## src/rtl/psch_pkg.sv

```systemverilog
// Package for the process scheduler: payload structs, opcodes, status codes,
// controller states and the command/status bundle between control and datapath.
// No dependencies.
package psch_pkg;

   // Payload of one request beat
   typedef struct packed {
      logic [2:0]  opcode;
      logic [3:0]  new_priority;
      logic [7:0]  arrival_offset;
      logic [7:0]  service_time;
      logic [15:0] target_id;
   } req_type;

   // Payload of one response beat
   typedef struct packed {
      logic [2:0]  status;
      logic [15:0] assigned_id;
      logic [15:0] running_id;
      logic [15:0] finished_id;
      logic [31:0] finish_time;
      logic [31:0] system_time;
      logic        all_done;
   } rsp_type;

   typedef enum logic [2:0] {
      OP_ADD      = 3'd0,
      OP_TICK     = 3'd1,
      OP_EXPIRE   = 3'd2,
      OP_BLOCK    = 3'd3,
      OP_UNBLOCK  = 3'd4,
      OP_SUSPEND  = 3'd5,
      OP_RESUME   = 3'd6,
      OP_NOP      = 3'd7
   } op_type;

   localparam logic [2:0] ST_OK          = 3'd0;
   localparam logic [2:0] ST_TABLE_FULL  = 3'd1;
   localparam logic [2:0] ST_NO_RUNNING  = 3'd2;
   localparam logic [2:0] ST_QUEUE_EMPTY = 3'd3;
   localparam logic [2:0] ST_NOT_FOUND   = 3'd4;
   localparam logic [2:0] ST_WAITING     = 3'd5;
   localparam logic [2:0] ST_ALL_DONE    = 3'd6;

   localparam logic [1:0] MODE_FCFS = 2'd0;
   localparam logic [1:0] MODE_PRIO = 2'd1;
   localparam logic [1:0] MODE_RR   = 2'd2;
   localparam logic [1:0] MODE_ALT  = 2'd3;  // decoded as FCFS

   localparam logic CSR_SCHED_MODE   = 1'b0;
   localparam logic CSR_SLICE_LENGTH = 1'b1;

   localparam logic [1:0] RST_MODE  = MODE_FCFS;
   localparam logic [7:0] RST_SLICE = 8'd4;

   // Datapath micro-operations
   typedef enum logic [4:0] {
      U_NONE,
      U_LATCH,
      U_SORT_LOAD,
      U_SORT_STEP,
      U_SORT_END,
      U_SCAN,
      U_FULL,
      U_ADD,
      U_WAIT,
      U_ALLDONE,
      U_NORUN,
      U_EMPTY,
      U_TICK,
      U_MOD,
      U_PUSH_RUN,
      U_HEAD_LOAD,
      U_SHIFT,
      U_POP_END,
      U_TAIL_SET,
      U_EXP_TAIL,
      U_PARK,
      U_REL,
      U_REL_END,
      U_RESP
   } uop_type;

   typedef enum logic [3:0] {
      CS_IDLE,
      CS_PREP,
      CS_SORT_LOAD,
      CS_SORT_STEP,
      CS_DECODE,
      CS_SCAN,
      CS_TICK,
      CS_MOD,
      CS_MOD_CHECK,
      CS_START,
      CS_HEAD_SHIFT,
      CS_EXP_TAIL,
      CS_EXP_PUSH,
      CS_REL,
      CS_RESP
   } ctrl_state_type;

   typedef struct packed {
      uop_type uop;
   } dp_cmd_type;

   typedef struct packed {
      op_type opcode;
      logic   run_valid;
      logic   rcnt_zero;
      logic   rcnt_multi;
      logic   waiters;
      logic   mode_rr;
      logic   mode_fcfs;
      logic   tgt_empty;
      logic   idx_end;
      logic   rel_end;
      logic   scan_free;
      logic   scan_last;
      logic   swapped;
      logic   tick_last;
      logic   mod_last;
      logic   slice_hit;
      logic   rsp_room;
   } dp_status_type;

endpackage

```

## src/rtl/psch_ctrl.sv

```systemverilog
// Scheduler controller: sequences sort passes, slot scan, tick, slice check,
// queue shifts and id release over the datapath. Depends on psch_pkg.
module psch_ctrl import psch_pkg::*; (
   input  logic          clock,
   input  logic          reset,
   input  logic          req_valid,
   output logic          req_ready,
   input  dp_status_type stat,
   output dp_cmd_type    cmd
);

   ctrl_state_type state_ff, state_in;

   // State register
   always_ff @(posedge clock) begin
      if (reset) begin
         state_ff <= CS_IDLE;
      end else begin
         state_ff <= state_in;
      end
   end

   // Next state and micro-op
   always_comb begin
      state_in  = state_ff;
      cmd.uop   = U_NONE;
      req_ready = 1'b0;
      unique case (state_ff)
         CS_IDLE: begin
            req_ready = 1'b1;
            if (req_valid) begin
               cmd.uop  = U_LATCH;
               state_in = CS_PREP;
            end
         end
         CS_PREP: begin
            state_in = (!stat.mode_rr && stat.rcnt_multi) ? CS_SORT_LOAD : CS_DECODE;
         end
         CS_SORT_LOAD: begin
            cmd.uop  = U_SORT_LOAD;
            state_in = CS_SORT_STEP;
         end
         CS_SORT_STEP: begin
            if (!stat.idx_end) begin
               cmd.uop = U_SORT_STEP;
            end else begin
               cmd.uop  = U_SORT_END;
               state_in = stat.swapped ? CS_SORT_LOAD : CS_DECODE;
            end
         end
         CS_DECODE: begin
            state_in = CS_RESP;
            case (stat.opcode)
               OP_ADD: state_in = CS_SCAN;
               OP_TICK: begin
                  if (stat.run_valid) begin
                     state_in = CS_TICK;
                  end else if (!stat.rcnt_zero) begin
                     state_in = CS_START;
                  end else if (stat.waiters) begin
                     cmd.uop = U_WAIT;
                  end else begin
                     cmd.uop = U_ALLDONE;
                  end
               end
               OP_EXPIRE: begin
                  if (!stat.run_valid) begin
                     cmd.uop = U_NORUN;
                  end else if (stat.mode_fcfs && !stat.rcnt_zero) begin
                     cmd.uop  = U_TAIL_SET;
                     state_in = CS_EXP_TAIL;
                  end else begin
                     state_in = CS_EXP_PUSH;
                  end
               end
               OP_BLOCK, OP_SUSPEND: begin
                  cmd.uop = stat.run_valid ? U_PARK : U_NORUN;
               end
               OP_UNBLOCK, OP_RESUME: begin
                  if (stat.tgt_empty) begin
                     cmd.uop = U_EMPTY;
                  end else begin
                     state_in = CS_REL;
                  end
               end
               default: state_in = CS_RESP;
            endcase
         end
         CS_SCAN: begin
            if (stat.scan_free) begin
               cmd.uop  = U_ADD;
               state_in = CS_RESP;
            end else if (stat.scan_last) begin
               cmd.uop  = U_FULL;
               state_in = CS_RESP;
            end else begin
               cmd.uop = U_SCAN;
            end
         end
         CS_TICK: begin
            cmd.uop  = U_TICK;
            state_in = (stat.tick_last || !stat.mode_rr) ? CS_START : CS_MOD;
         end
         CS_MOD: begin
            cmd.uop = U_MOD;
            if (stat.mod_last) state_in = CS_MOD_CHECK;
         end
         CS_MOD_CHECK: begin
            if (stat.slice_hit) cmd.uop = U_PUSH_RUN;
            state_in = CS_START;
         end
         CS_START: begin
            if (!stat.run_valid && !stat.rcnt_zero) begin
               cmd.uop  = U_HEAD_LOAD;
               state_in = CS_HEAD_SHIFT;
            end else begin
               state_in = CS_RESP;
            end
         end
         CS_HEAD_SHIFT: begin
            if (!stat.idx_end) begin
               cmd.uop = U_SHIFT;
            end else begin
               cmd.uop  = U_POP_END;
               state_in = CS_RESP;
            end
         end
         CS_EXP_TAIL: begin
            cmd.uop  = U_EXP_TAIL;
            state_in = CS_EXP_PUSH;
         end
         CS_EXP_PUSH: begin
            cmd.uop  = U_PUSH_RUN;
            state_in = CS_RESP;
         end
         CS_REL: begin
            if (!stat.rel_end) begin
               cmd.uop = U_REL;
            end else begin
               cmd.uop  = U_REL_END;
               state_in = CS_RESP;
            end
         end
         CS_RESP: begin
            if (stat.rsp_room) begin
               cmd.uop  = U_RESP;
               state_in = CS_IDLE;
            end
         end
         default: state_in = CS_IDLE;
      endcase
   end

endmodule

```

## src/rtl/psch_datapath.sv

```systemverilog
// Scheduler datapath: process table, ready/blocked/suspended queues, running
// slot, clocks, config registers and response register. Depends on psch_pkg.
module psch_datapath import psch_pkg::*; #(
   parameter int MAX_PROCS = 16
) (
   input  logic          clock,
   input  logic          reset,
   input  dp_cmd_type    cmd,
   output dp_status_type stat,
   input  req_type       req_data,
   output rsp_type       rsp_data,
   output logic          rsp_valid,
   input  logic          rsp_ready,
   input  logic          csr_valid,
   output logic          csr_ready,
   input  logic          csr_index,
   input  logic [7:0]    csr_data
);

   localparam int SW = (MAX_PROCS > 2) ? $clog2(MAX_PROCS) : 1;
   localparam int CW = $clog2(MAX_PROCS + 1);
   localparam logic [CW-1:0] LAST_IDX = CW'(MAX_PROCS - 1);

   // Process table (no reset, read only for occupied slots)
   logic [15:0] id_mem   [MAX_PROCS];
   logic [3:0]  prio_mem [MAX_PROCS];
   logic [31:0] arr_mem  [MAX_PROCS];
   logic [7:0]  rem_mem  [MAX_PROCS];
   logic [7:0]  used_mem [MAX_PROCS];
   logic [SW-1:0] rdy_q  [MAX_PROCS];
   logic [SW-1:0] blk_q  [MAX_PROCS];
   logic [SW-1:0] sus_q  [MAX_PROCS];

   // Control state
   logic [MAX_PROCS-1:0] occ_ff;
   logic [CW-1:0] rcnt_ff, bcnt_ff, scnt_ff;
   logic          run_valid_ff;
   logic [SW-1:0] run_slot_ff;
   logic [15:0]   next_id_ff;
   logic [31:0]   clk_ff;
   logic          done_ff;
   logic [1:0]    mode_ff;
   logic [7:0]    slice_ff;
   logic          rsp_valid_ff;

   // Work registers
   req_type       req_ff;
   logic [CW-1:0] idx_ff, k_ff;
   logic [SW-1:0] cur_slot_ff;
   logic [31:0]   cur_key_ff;
   logic          swapped_ff, found_ff, used_nz_ff;
   logic [7:0]    mod_rem_ff, mod_val_ff;
   logic [2:0]    mod_cnt_ff;
   logic [2:0]    status_ff;
   logic [15:0]   assigned_ff, fin_id_ff;
   logic [31:0]   fin_time_ff;
   rsp_type       rsp_ff;

   logic [SW-1:0] ix, ix_m1, rq_rd, bq_rd, sq_rd, relq_rd, tbl_addr;
   logic [SW-1:0] rcnt_ix, k_ix, bcnt_ix, scnt_ix;
   logic          rel_blk, mode_prio, goes_ahead, match;
   logic [CW-1:0] rel_cnt, idx_m1_full;
   logic [15:0]   t_id;
   logic [3:0]    t_prio;
   logic [31:0]   t_arr, t_key;
   logic [7:0]    t_rem, t_used, sl, serv;
   logic [8:0]    r2;
   logic [7:0]    mod_next;

   // Read addressing
   assign ix          = idx_ff[SW-1:0];
   assign idx_m1_full = idx_ff - CW'(1);
   assign ix_m1       = idx_m1_full[SW-1:0];
   assign rcnt_ix     = rcnt_ff[SW-1:0];
   assign bcnt_ix     = bcnt_ff[SW-1:0];
   assign scnt_ix     = scnt_ff[SW-1:0];
   assign k_ix        = k_ff[SW-1:0];
   assign rq_rd       = rdy_q[ix];
   assign bq_rd       = blk_q[ix];
   assign sq_rd       = sus_q[ix];
   assign rel_blk     = (op_type'(req_ff.opcode) == OP_UNBLOCK);
   assign relq_rd     = rel_blk ? bq_rd : sq_rd;
   assign rel_cnt     = rel_blk ? bcnt_ff : scnt_ff;

   always_comb begin
      if (cmd.uop == U_TICK || cmd.uop == U_RESP) begin
         tbl_addr = run_slot_ff;
      end else if (cmd.uop == U_REL) begin
         tbl_addr = relq_rd;
      end else begin
         tbl_addr = rq_rd;
      end
   end

   assign t_id   = id_mem[tbl_addr];
   assign t_prio = prio_mem[tbl_addr];
   assign t_arr  = arr_mem[tbl_addr];
   assign t_rem  = rem_mem[tbl_addr];
   assign t_used = used_mem[tbl_addr];

   // Sort key and ordering compare
   assign mode_prio  = (mode_ff == MODE_PRIO);
   assign t_key      = mode_prio ? {28'd0, t_prio} : t_arr;
   assign goes_ahead = mode_prio ? (t_key > cur_key_ff) : (t_key < cur_key_ff);
   assign match      = (t_id == req_ff.target_id);

   // Slice remainder, one bit per step
   assign sl       = (slice_ff == 8'd0) ? 8'd1 : slice_ff;
   assign r2       = {mod_rem_ff, mod_val_ff[7]};
   assign mod_next = (r2 >= {1'b0, sl}) ? 8'(r2 - {1'b0, sl}) : r2[7:0];
   assign serv     = (req_ff.service_time == 8'd0) ? 8'd1 : req_ff.service_time;

   // Status to controller
   always_comb begin
      stat.opcode     = op_type'(req_ff.opcode);
      stat.run_valid  = run_valid_ff;
      stat.rcnt_zero  = (rcnt_ff == '0);
      stat.rcnt_multi = (rcnt_ff > CW'(1));
      stat.waiters    = (bcnt_ff != '0) || (scnt_ff != '0);
      stat.mode_rr    = (mode_ff == MODE_RR);
      stat.mode_fcfs  = (mode_ff == MODE_FCFS) || (mode_ff == MODE_ALT);
      stat.tgt_empty  = (rel_cnt == '0);
      stat.idx_end    = (idx_ff >= rcnt_ff);
      stat.rel_end    = (idx_ff >= rel_cnt);
      stat.scan_free  = !occ_ff[ix];
      stat.scan_last  = (idx_ff == LAST_IDX);
      stat.swapped    = swapped_ff;
      stat.tick_last  = (t_rem == 8'd1);
      stat.mod_last   = (mod_cnt_ff == 3'd7);
      stat.slice_hit  = used_nz_ff && (mod_rem_ff == 8'd0);
      stat.rsp_room   = !rsp_valid_ff || rsp_ready;
   end

   // Control state, cleared by reset
   always_ff @(posedge clock) begin
      if (reset) begin
         occ_ff       <= '0;
         rcnt_ff      <= '0;
         bcnt_ff      <= '0;
         scnt_ff      <= '0;
         run_valid_ff <= 1'b0;
         run_slot_ff  <= '0;
         next_id_ff   <= 16'd1;
         clk_ff       <= '0;
         done_ff      <= 1'b0;
         mode_ff      <= RST_MODE;
         slice_ff     <= RST_SLICE;
         rsp_valid_ff <= 1'b0;
      end else begin
         if (csr_valid) begin
            unique case (csr_index)
               CSR_SCHED_MODE:   mode_ff  <= csr_data[1:0];
               CSR_SLICE_LENGTH: slice_ff <= csr_data;
               default: ;
            endcase
         end
         if (cmd.uop == U_RESP) begin
            rsp_valid_ff <= 1'b1;
         end else if (rsp_ready) begin
            rsp_valid_ff <= 1'b0;
         end
         unique case (cmd.uop)
            U_ADD: begin
               occ_ff[ix] <= 1'b1;
               rcnt_ff    <= rcnt_ff + CW'(1);
               next_id_ff <= (next_id_ff == 16'hFFFF) ? 16'd1 : next_id_ff + 16'd1;
               done_ff    <= 1'b0;
            end
            U_ALLDONE: done_ff <= 1'b1;
            U_TICK: begin
               clk_ff <= clk_ff + 32'd1;
               if (t_rem == 8'd1) begin
                  occ_ff[run_slot_ff] <= 1'b0;
                  run_valid_ff        <= 1'b0;
               end
            end
            U_PUSH_RUN: begin
               rcnt_ff      <= rcnt_ff + CW'(1);
               run_valid_ff <= 1'b0;
            end
            U_HEAD_LOAD: begin
               run_slot_ff  <= rq_rd;
               run_valid_ff <= 1'b1;
            end
            U_POP_END: rcnt_ff <= rcnt_ff - CW'(1);
            U_PARK: begin
               run_valid_ff <= 1'b0;
               if (op_type'(req_ff.opcode) == OP_BLOCK) begin
                  bcnt_ff <= bcnt_ff + CW'(1);
               end else begin
                  scnt_ff <= scnt_ff + CW'(1);
               end
            end
            U_REL: begin
               if (match) rcnt_ff <= rcnt_ff + CW'(1);
            end
            U_REL_END: begin
               if (rel_blk) begin
                  bcnt_ff <= k_ff;
               end else begin
                  scnt_ff <= k_ff;
               end
            end
            default: ;
         endcase
      end
   end

   // Table and queue storage
   always_ff @(posedge clock) begin
      unique case (cmd.uop)
         U_SORT_STEP: rdy_q[ix_m1] <= goes_ahead ? rq_rd : cur_slot_ff;
         U_SORT_END:  rdy_q[ix_m1] <= cur_slot_ff;
         U_SHIFT:     rdy_q[ix_m1] <= rq_rd;
         U_ADD: begin
            id_mem[ix]     <= next_id_ff;
            prio_mem[ix]   <= req_ff.new_priority;
            arr_mem[ix]    <= clk_ff + {24'd0, req_ff.arrival_offset};
            rem_mem[ix]    <= serv;
            used_mem[ix]   <= 8'd0;
            rdy_q[rcnt_ix] <= ix;
         end
         U_TICK: begin
            used_mem[run_slot_ff] <= t_used + 8'd1;
            rem_mem[run_slot_ff]  <= t_rem - 8'd1;
         end
         U_EXP_TAIL: arr_mem[run_slot_ff] <= t_arr + 32'd1;
         U_PUSH_RUN: rdy_q[rcnt_ix] <= run_slot_ff;
         U_PARK: begin
            if (op_type'(req_ff.opcode) == OP_BLOCK) begin
               blk_q[bcnt_ix] <= run_slot_ff;
            end else begin
               sus_q[scnt_ix] <= run_slot_ff;
            end
         end
         U_REL: begin
            if (match) begin
               rdy_q[rcnt_ix] <= relq_rd;
            end else if (rel_blk) begin
               blk_q[k_ix] <= relq_rd;
            end else begin
               sus_q[k_ix] <= relq_rd;
            end
         end
         default: ;
      endcase
   end

   // Work registers and response
   always_ff @(posedge clock) begin
      unique case (cmd.uop)
         U_LATCH: begin
            req_ff      <= req_data;
            idx_ff      <= '0;
            k_ff        <= '0;
            found_ff    <= 1'b0;
            status_ff   <= ST_OK;
            assigned_ff <= '0;
            fin_id_ff   <= '0;
            fin_time_ff <= '0;
         end
         U_SORT_LOAD: begin
            cur_slot_ff <= rq_rd;
            cur_key_ff  <= t_key;
            idx_ff      <= CW'(1);
            swapped_ff  <= 1'b0;
         end
         U_SORT_STEP: begin
            if (goes_ahead) begin
               swapped_ff <= 1'b1;
            end else begin
               cur_slot_ff <= rq_rd;
               cur_key_ff  <= t_key;
            end
            idx_ff <= idx_ff + CW'(1);
         end
         U_SORT_END: idx_ff <= '0;
         U_SCAN:     idx_ff <= idx_ff + CW'(1);
         U_FULL:     status_ff <= ST_TABLE_FULL;
         U_ADD:      assigned_ff <= next_id_ff;
         U_WAIT:     status_ff <= ST_WAITING;
         U_ALLDONE:  status_ff <= ST_ALL_DONE;
         U_NORUN:    status_ff <= ST_NO_RUNNING;
         U_EMPTY:    status_ff <= ST_QUEUE_EMPTY;
         U_TICK: begin
            if (t_rem == 8'd1) begin
               fin_id_ff   <= t_id;
               fin_time_ff <= clk_ff + 32'd1;
            end
            mod_val_ff <= t_used + 8'd1;
            used_nz_ff <= (t_used != 8'hFF);
            mod_rem_ff <= '0;
            mod_cnt_ff <= '0;
            idx_ff     <= '0;
         end
         U_MOD: begin
            mod_rem_ff <= mod_next;
            mod_val_ff <= {mod_val_ff[6:0], 1'b0};
            mod_cnt_ff <= mod_cnt_ff + 3'd1;
         end
         U_HEAD_LOAD: idx_ff <= CW'(1);
         U_SHIFT:     idx_ff <= idx_ff + CW'(1);
         U_TAIL_SET:  idx_ff <= rcnt_ff - CW'(1);
         U_REL: begin
            if (match) begin
               found_ff <= 1'b1;
            end else begin
               k_ff <= k_ff + CW'(1);
            end
            idx_ff <= idx_ff + CW'(1);
         end
         U_REL_END: begin
            if (!found_ff) status_ff <= ST_NOT_FOUND;
         end
         U_RESP: begin
            rsp_ff.status      <= status_ff;
            rsp_ff.assigned_id <= assigned_ff;
            rsp_ff.running_id  <= run_valid_ff ? t_id : 16'd0;
            rsp_ff.finished_id <= fin_id_ff;
            rsp_ff.finish_time <= fin_time_ff;
            rsp_ff.system_time <= clk_ff;
            rsp_ff.all_done    <= done_ff;
         end
         default: ;
      endcase
   end

   assign rsp_data  = rsp_ff;
   assign rsp_valid = rsp_valid_ff;
   assign csr_ready = 1'b1;

endmodule

```

## src/rtl/process_scheduler_fcfs_prio_rr_unit.sv

```systemverilog
// A command is taken in idle, then passes prepare, decode and response; the response state
// waits for room. A new command is taken only after the response is issued. Added steps:
// a ready sort of up to R passes (R = ready count > 1, not RR); an add scan over up to
// MAX_PROCS slots; for a tick, the RR slice check of a tick that does not finish and a head
// pop; a tail step for FCFS expiry; for unblock/resume, a walk over the queue and an end step.
// Sync active-high reset clears the control state.
module process_scheduler_fcfs_prio_rr_unit import psch_pkg::*; #(
   parameter int MAX_PROCS = 16
) (
   input  logic       clock,
   input  logic       reset,
   input  logic       req_valid,
   output logic       req_ready,
   input  req_type    req_data,
   output logic       rsp_valid,
   input  logic       rsp_ready,
   output rsp_type    rsp_data,
   input  logic       csr_valid,
   output logic       csr_ready,
   input  logic       csr_index,
   input  logic [7:0] csr_data
);

   dp_cmd_type    cmd;
   dp_status_type stat;

   psch_ctrl u_ctrl (
      .clock     (clock),
      .reset     (reset),
      .req_valid (req_valid),
      .req_ready (req_ready),
      .stat      (stat),
      .cmd       (cmd)
   );

   psch_datapath #(.MAX_PROCS(MAX_PROCS)) u_dp (
      .clock     (clock),
      .reset     (reset),
      .cmd       (cmd),
      .stat      (stat),
      .req_data  (req_data),
      .rsp_data  (rsp_data),
      .rsp_valid (rsp_valid),
      .rsp_ready (rsp_ready),
      .csr_valid (csr_valid),
      .csr_ready (csr_ready),
      .csr_index (csr_index),
      .csr_data  (csr_data)
   );

endmodule

```

## config.mk

```make
export PLATFORM = sky130hd
export DESIGN_NAME = process_scheduler_fcfs_prio_rr_unit
export DESIGN_NICKNAME = d
export VERILOG_FILES = /design/src/rtl/psch_pkg.sv /design/src/rtl/psch_ctrl.sv /design/src/rtl/psch_datapath.sv /design/src/rtl/process_scheduler_fcfs_prio_rr_unit.sv
export SDC_FILE = /design/constraint.sdc
export NUM_CORES = 2
export LEC_CHECK = 0
export ABC_AREA = 0
export BUFFER_PORTS_ARGS = -buffer_cell sky130_fd_sc_hd__buf_2
export CORE_AREA = 3 3 344 346
export CTS_CLUSTER_DIAMETER = 40
export DETAILED_ROUTE_END_ITERATION = 16
export DIE_AREA = 0 0 347 349
export GPL_ROUTABILITY_DRIVEN = 0
export PLACE_DENSITY = 0.8
export SLEW_MARGIN = 20
export SYNTH_ARGS = -nofsm -noshare
export SYNTH_HDL_FRONTEND = slang
export SYNTH_SLANG_ARGS = --single-unit
```

## constraint.sdc

```tcl
create_clock -name clock -period 11.3 [get_ports clock]
set_clock_uncertainty 0.05 [all_clocks]
set_input_delay 0.565 -clock clock [delete_from_list [all_inputs] [get_ports clock]]
set_output_delay 0.565 -clock clock [all_outputs]
set_load 0.01 [all_outputs]
```

Yosys cells after proc, flatten, opt, wreduce, memory -nomap -nowiden
Memory sizes are Yosys's and may differ from the RTL's. A register that Yosys moved wholly into a read port is not among the register bits.
Index checks and enable logic that the tools add are counted.
- $lt $le $gt $ge: 10
- eq/ne operators: 69
- bitwise logic cells: 8
- reduce and logical (&&, ||, !) cells: 65
- muxes and demuxes: 147
- add/sub/neg operators: 15
- operator list (operator ; number):
    4-bit two-way mux ; 35
    32-bit two-way mux ; 4
    32-bit case mux with 2 select lines ; 2
    16-bit case mux with 2 select lines ; 3
    5-bit two-way mux ; 14
    5-bit case mux with 14 select lines ; 1
    32-bit by 1-bit adder with 32-bit output, second input constant ; 2
    4-bit case mux with 15 select lines ; 1
    1-bit two-way mux ; 50
    16-bit two-way mux ; 3
    5-bit by 4-bit == test with 1-bit output, second input constant ; 9
    5-bit == test, second input constant ; 8
    8-bit two-way mux ; 5
    5-bit case mux with 4 select lines ; 2
    32-bit by 8-bit adder with 32-bit output ; 1
    32-bit > comparator ; 1
    32-bit < comparator ; 1
    8-bit case mux with 2 select lines ; 2
    32-bit OR reduction ; 1
    5-bit case mux with 2 select lines ; 3
    4-bit == test, second input constant ; 7
    5-bit by 1-bit adder with 5-bit output, second input constant ; 5
    8-bit logical NOT ; 3
    2-bit AND reduction ; 11
    other kinds (64) ; 140
- flip-flop bits (word level): 390
- bits in writable memories: 1280
- logic and storage cells: 361
- memories kept: 8
- output and inout bits: 119
- bits of input ports: 53
- memory list (memory ; depth ; width ; read ports ; clocked after memory_dff ; write ports ; RTL line ; source):
    u_dp.arr_mem ; 16 ; 32 ; 1 ; 0 ; 1 ; psch_datapath.sv:27 ; logic [31:0] arr_mem [MAX_PROCS];
    u_dp.id_mem ; 16 ; 16 ; 1 ; 0 ; 1 ; psch_datapath.sv:25 ; logic [15:0] id_mem [MAX_PROCS];
    u_dp.rem_mem ; 16 ; 8 ; 1 ; 0 ; 1 ; psch_datapath.sv:28 ; logic [7:0] rem_mem [MAX_PROCS];
    u_dp.used_mem ; 16 ; 8 ; 1 ; 0 ; 1 ; psch_datapath.sv:29 ; logic [7:0] used_mem [MAX_PROCS];
    u_dp.blk_q ; 16 ; 4 ; 1 ; 1 ; 1 ; psch_datapath.sv:31 ; logic [SW-1:0] blk_q [MAX_PROCS];
    u_dp.prio_mem ; 16 ; 4 ; 1 ; 0 ; 1 ; psch_datapath.sv:26 ; logic [3:0] prio_mem [MAX_PROCS];
    2 more memories ; -- ; -- ; -- ; -- ; -- ; -- ;

Depth between registers and ports, before layout
An unclocked memory read counts as a cell.
- depth after elaboration: 18
- mapped depth: 44
- gate-level depth less buffers: 32

By module
A second synthesis with hierarchy kept.
- cells, all modules: 5382
- area total of the unflattened synthesis: 72215.5 um^2
- modules (own cells, without submodules) (module ; sequential area each (um^2) ; area an instance (um^2) ; instances ; cells an instance):
    psch_datapath ; 49147.1 ; 71345.9 ; 1 ; 5246
    psch_ctrl ; 80.1 ; 869.6 ; 1 ; 136

Least setup slack after synthesis
No wires, ideal clock.
- kind: register to register
- from: register u_dp.req_ff, in the netlist u_dp.stat[17]
- to: register u_dp.fin_id_ff[0] (enable)
- period minus slack after synthesis: 8920 ps
- buffers on the path: 10
- cell stages (with the launch flop): 29
- library setup time: 520 ps
- data arrival time: 8350 ps
- data required time: 10730 ps
- setup slack: 2380 ps
- cells stage by stage: edfxtp_1 > clkbuf_1 > or3b_1 > buf_2 > buf_2 > mux2i_1 > inv_1 > ha_1 > nand2b_1 > a211oi_1 > o21a_1 > nor2_2 > inv_1 > buf_2 > o21ai_2 > nand2_4 > buf_2 > buf_4 > buf_2 > buf_2 > buf_2 > buf_2 > nand2_1 > nand3_1 > nand3_1 > a31oi_1 > ha_1 > nand3_1 > o21ai_0
- longest elaborated chain between the ends: 13
- elaborated cells on any way between the ends: 28
- those cells by class: 1 x order compare; 12 x eq/ne; 8 x mux; 6 x reduce/logical; 1 x memory
- RTL lines (element ; RTL line ; source):
    start: declaration ; psch_datapath.sv:47 ; req_type req_ff;
    start signal: assignment ; psch_datapath.sv:253 ; req_ff <= req_data;
    parallel branches: the longest is 12 deep, another holds memory 16 x 8 bit ; -- ;
    2-bit AND reduction (no source line) (*) ; -- ;
    end signal: assignment ; psch_datapath.sv:287 ; fin_id_ff <= t_id;
    end: declaration ; psch_datapath.sv:55 ; logic [15:0] assigned_ff, fin_id_ff;
Every way passes the cells marked *.
A chain may end at the register's enable or synchronous reset.

Final worst setup path
- from: register u_dp.req_ff, in the netlist u_dp.stat[18]
- to: memory u_dp.rdy_q[9][2] in the netlist's numbering, data pin
- longest elaborated chain between the ends: 17
- elaborated cells on any way between the ends: 54
- those cells by class: 3 x order compare; 14 x eq/ne; 27 x mux; 2 x bitwise; 5 x reduce/logical; 3 x memory
- RTL lines (element ; RTL line ; source):
    parallel branches: the longest is 8 deep, another holds 5-bit greater-or-equal comparator ; -- ;
    4-bit two-way mux (*) ; psch_datapath.sv:86 ; if (cmd.uop == U_TICK || cmd.uop == U_RESP) begin
    memory 16 x 32 bit (*) ; -- ;
    32-bit two-way mux (*) ; psch_datapath.sv:103 ; assign t_key = mode_prio ? {28'd0, t_prio} : t_arr;
    net u_dp.t_key[8] ; psch_datapath.sv:65 ; logic [31:0] t_arr, t_key;
    32-bit < comparator or 32-bit > comparator (tied branches) ; psch_datapath.sv:104 ; assign goes_ahead = mode_prio ? (t_key > cur_key_ff) : (t_key < cur_key_ff);
    1-bit two-way mux (*) ; psch_datapath.sv:104 ;
    4-bit two-way mux (*) ; psch_datapath.sv:212 ; U_SORT_STEP: rdy_q[ix_m1] <= goes_ahead ? rq_rd : cur_slot_ff;
    4-bit two-way mux (no source line) (*) (3 in series) ; -- ;
    end: declaration ; psch_datapath.sv:30 ; logic [SW-1:0] rdy_q [MAX_PROCS];
Mark *: on every way through the listed nets, which the timed path passes.

==> impl_results.md <==
- Seq cells post-synth: 1674
- Setup TNS after final layout: 0 ns
- Cell repeated most along the worst path: mux2i_1
- Fraction of final layout cells sized beyond drive strength 1: 0.132
- Most instantiated flip-flop cell in the synthesis netlist: edfxtp_1
- Startpoint-to-endpoint class of the critical path: reg -> reg
- Kind of path behind the tightest hold check: in -> reg
- Part of the Yosys area used for sequential elements: 0.678
- Clock latency reported for the late side of the worst-skew pair: 0.80 ns
- Average vias per placed instance: around 6.5
- Power per Cell Area: around 290 nW/um2
- Top post-synthesis cells by area: edfxtp_1, mux2i_1, nand2_1
- Cts repair resizes: 0
- Tcrit/Tclk final: 0.877
- Initial antenna violation count: 6
- Library cells used by synthesis: 102
- Chip Width: 347 um
- Library cell occupying the most area in the post-synthesis netlist: edfxtp_1
- Number of buffers added by the clock tree synthesis step: ~180
- Placement-stage cell area: 74700 um2
- Post-CTS setup repair buffer count: 0
- Share of flip-flops with an asynchronous set or reset: 0
- Critical path endpoint category: register
- Required time at the worst-slack endpoint: 11.74 ns
- Initial Utilization: 0.627
- Yosys warning total: 0
- Number of design rule violations left after detail routing: 0
- Core footprint: 116000 um2
- End-of-flow core utilization: 0.703
- Maximum fanout encountered on the critical timing path: 31
- Finished layout cell area: a little over 80000 um2
- Number of standard cells after synthesis: 5356
- First-pass DRT Iterations: 8
- Total number of clock tree sinks: 1674
- Final count of hold timing violations: 0
- Vias in the first global route: 45700
- WL/cell: between 20 and 30 um
- RSZ-0062 raised after global routing: no
- Clock edge transition at the registers on the reported setup and hold paths: 0.06 ns
- Worst max-slew margin expressed relative to the limit: 0.243
- Detailed Route Iter0 Violations: roughly 6600
- Standard cell with the maximum stage delay on the critical path: nor2_4
- Final setup viols: 0
- Number of routed nets with antenna violations: 0
- Top-area cell type share of the netlist area: 0.649
- Result of the run: finished clean
- Cell Area, Synth: approximately 73000 um2
- Wire length of the first global-routing pass: about 280000 um
- Total via count in the routed design: approximately 47000
- Area enclosed by the die boundary: 121000 um2
- Total wire length: between 150000 and 200000 um
- Row Count: about 130
- Transition at the pin with the smallest max-transition slack: 1.13 ns
- Fin crit period: 9.91 ns
- Chip height: 349 um
- Final count of pins violating max slew: 0
- I/O Buffers: between 150 and 200
- P_leak: 29.0 nW
- Worst hold slack: 0.0608 ns
- Htree depth: 4
- Worst VDD drop: 396 uV
- Achievable frequency: just over 100 MHz
- Largest net degree at the start of global routing: 123
- Net count after synthesis: 5494
- Clock Path Buffers: 3
- I/O pin cnt: 172
- Number of enable-type register cells in the synthesized netlist: about 1600
- Net count of the finished layout: about 5700
- HPWL Detailed: 111000 um
- CTS tree: yes
- Clock tree root driver cell: clkbuf_16
- Design Power: about 24 mW
- Average cell area after synthesis: 13.6 um2
- Max Cap Viol: 0
- GRT Overall Usage: 0.306
- Data arrival, critical path: 10.34 ns
- Remaining global-route overflow: 0
- Area growth from synthesis to final layout: 12.1%
- Critical Path Source Type: register
- Crit path largest cell delay: 0.84 ns
==> critical path, delay by kind of cell (launching register included) <==
kind,cells,cell delay [ns]
mux,7,2.02
flops,1,0.62
fa+ha+maj,2,0.53
compound gates,12,2.78
buf+inv,4,1.11
simple gates,9,2.43
==> cell families after synthesis <==
| group | Yosys count | share of synthesized area |
|---|---|---|
| adder cells (fa/ha/maj) | 85 | 0.0149 |
| AO/OA/AOI/OAI | 656 | 0.0605 |
| XOR/XNOR | 171 | 0.0206 |
| AND/OR/NAND/NOR | 1818 | 0.116 |
| multiplexers | 543 | 0.0810 |
| flip-flops | 1674 | 0.678 |
| other | 1 | 0.0000517 |
| buffers and inverters | 408 | 0.0294 |
==> registers in the layout, indices dropped and copies added (netlist names), 36 cells and up, named ones only <==
name           count
u_dp.arr_mem     512
u_dp.id_mem      256
u_dp.rem_mem     128
u_dp.used_mem    128
u_dp.rsp_data    116
u_dp.blk_q        64
u_dp.prio_mem     64
u_dp.rdy_q        64
u_dp.sus_q        64
u_dp.req_ff       36
==> cell usage after synthesis (23+ instances only) <==
| master | number |
|---|---|
| mux2i_1 | 479 |
| a32oi_1 | 23 |
| buf_4 | 48 |
| nand2b_1 | 34 |
| mux2_2 | 27 |
| o21ai_0 | 127 |
| a21oi_1 | 171 |
| nor3_1 | 42 |
| and3_1 | 77 |
| inv_1 | 101 |
| xnor2_1 | 86 |
| nor2b_1 | 58 |
| nand4_1 | 34 |
| clkbuf_1 | 129 |
| dfxtp_1 | 104 |
| a311oi_1 | 61 |
| buf_6 | 25 |
| a22oi_1 | 42 |
| buf_2 | 71 |
| xor2_1 | 85 |
| edfxtp_1 | 1570 |
| nand3_1 | 299 |
| a21o_1 | 24 |
| o22ai_1 | 25 |
| and2_1 | 60 |
| nand2_1 | 803 |
| ha_1 | 83 |
| nor2_1 | 313 |
| a31oi_1 | 36 |
==> routing by layer <==
layer  track usage  share of wire  vias up  routed length, um
met5             0       0.000074        -                 14
met4         0.143          0.049        2               9160
met3        0.0711           0.12      632              22300
met2         0.492           0.47     3136              89000
met1         0.401           0.36    22900              68200
li1              -              -    20400                  -
==> cells in the final DEF, fill, tap and decap left out, types with 16 or more instances in the layout <==
cell	netlist	final
clkbuf_16	0	188
nor2_1	313	295
buf_4	48	104
clkbuf_1	129	36
nor2b_1	58	58
and2_1	60	43
o21ai_0	127	125
buf_2	71	169
a211oi_1	17	17
mux2i_1	479	476
mux2_2	27	27
nand3_1	299	297
nor3_1	42	42
a32oi_1	23	23
nand2_1	803	802
bufinv_16	0	19
dfxtp_1	104	103
xor2_1	85	85
a21o_1	24	24
and2_2	0	16
nand2b_1	34	34
mux4_2	20	20
edfxtp_1	1570	1570
clkinv_2	0	27
dlygate4sd3_1	0	46
xnor2_1	86	86
clkinv_1	2	18
nand4_1	34	34
ha_1	83	82
inv_1	101	94
inv_6	0	20
nor2_2	4	21
or3_1	22	22
a22oi_1	42	42
o22ai_1	25	25
a21oi_1	171	159
clkinvlp_4	0	16
a311oi_1	61	61
a31oi_1	36	36
and3_1	77	76
==> timing repair <==
| action | 4_1_cts | 5_1_grt |
|---|---|---|
| endpoints found under the hold margin | 47 | 0 |
| hold buffers | 46 | 0 |
| endpoints found under the setup margin | 0 | 0 |
==> power by group <==
group / leakage [nW] / internal (mW) / switching, mW
combinational: 11.3 / 3.45 / 6.54
sequential: 14.7 / 7.41 / 0.277
clock: 2.99 / 3.57 / 2.48
==> worst paths after layout <==
check	from	end	slack, ns	cells after the start
setup reg to reg	u_dp.stat[18]	u_dp.rdy_q[9][2]	1.39	34
hold / removal	rsp_ready	u_dp.rsp_valid	0.06	3
hold reg to reg	u_dp.assigned_ff[14]	u_dp.rsp_data[111]	0.37	0
setup / recovery	u_dp.stat[18]	u_dp.rdy_q[9][2]	1.39	34
==> stage by stage <==
stage,std cells,setup WS (ns)
after floorplan,5356,2.38
after global placement,6856,1.95
after detailed placement,6856,1.52
after CTS,7247,1.27
after global routing,7248,0.820
final,7248,1.39
==> layout make-up <==
cell class	count	area, um2
fillers	7307	34300
well taps	1524	1910
repair buffers	327	2250
clock inverters	113	1240
diodes	1	2.50
inverters	103	392
clock buffers	232	4950
multi-input cells	3274	21400
flip-flops and latches	1674	49200
Power figures use the tool's default switching activity.
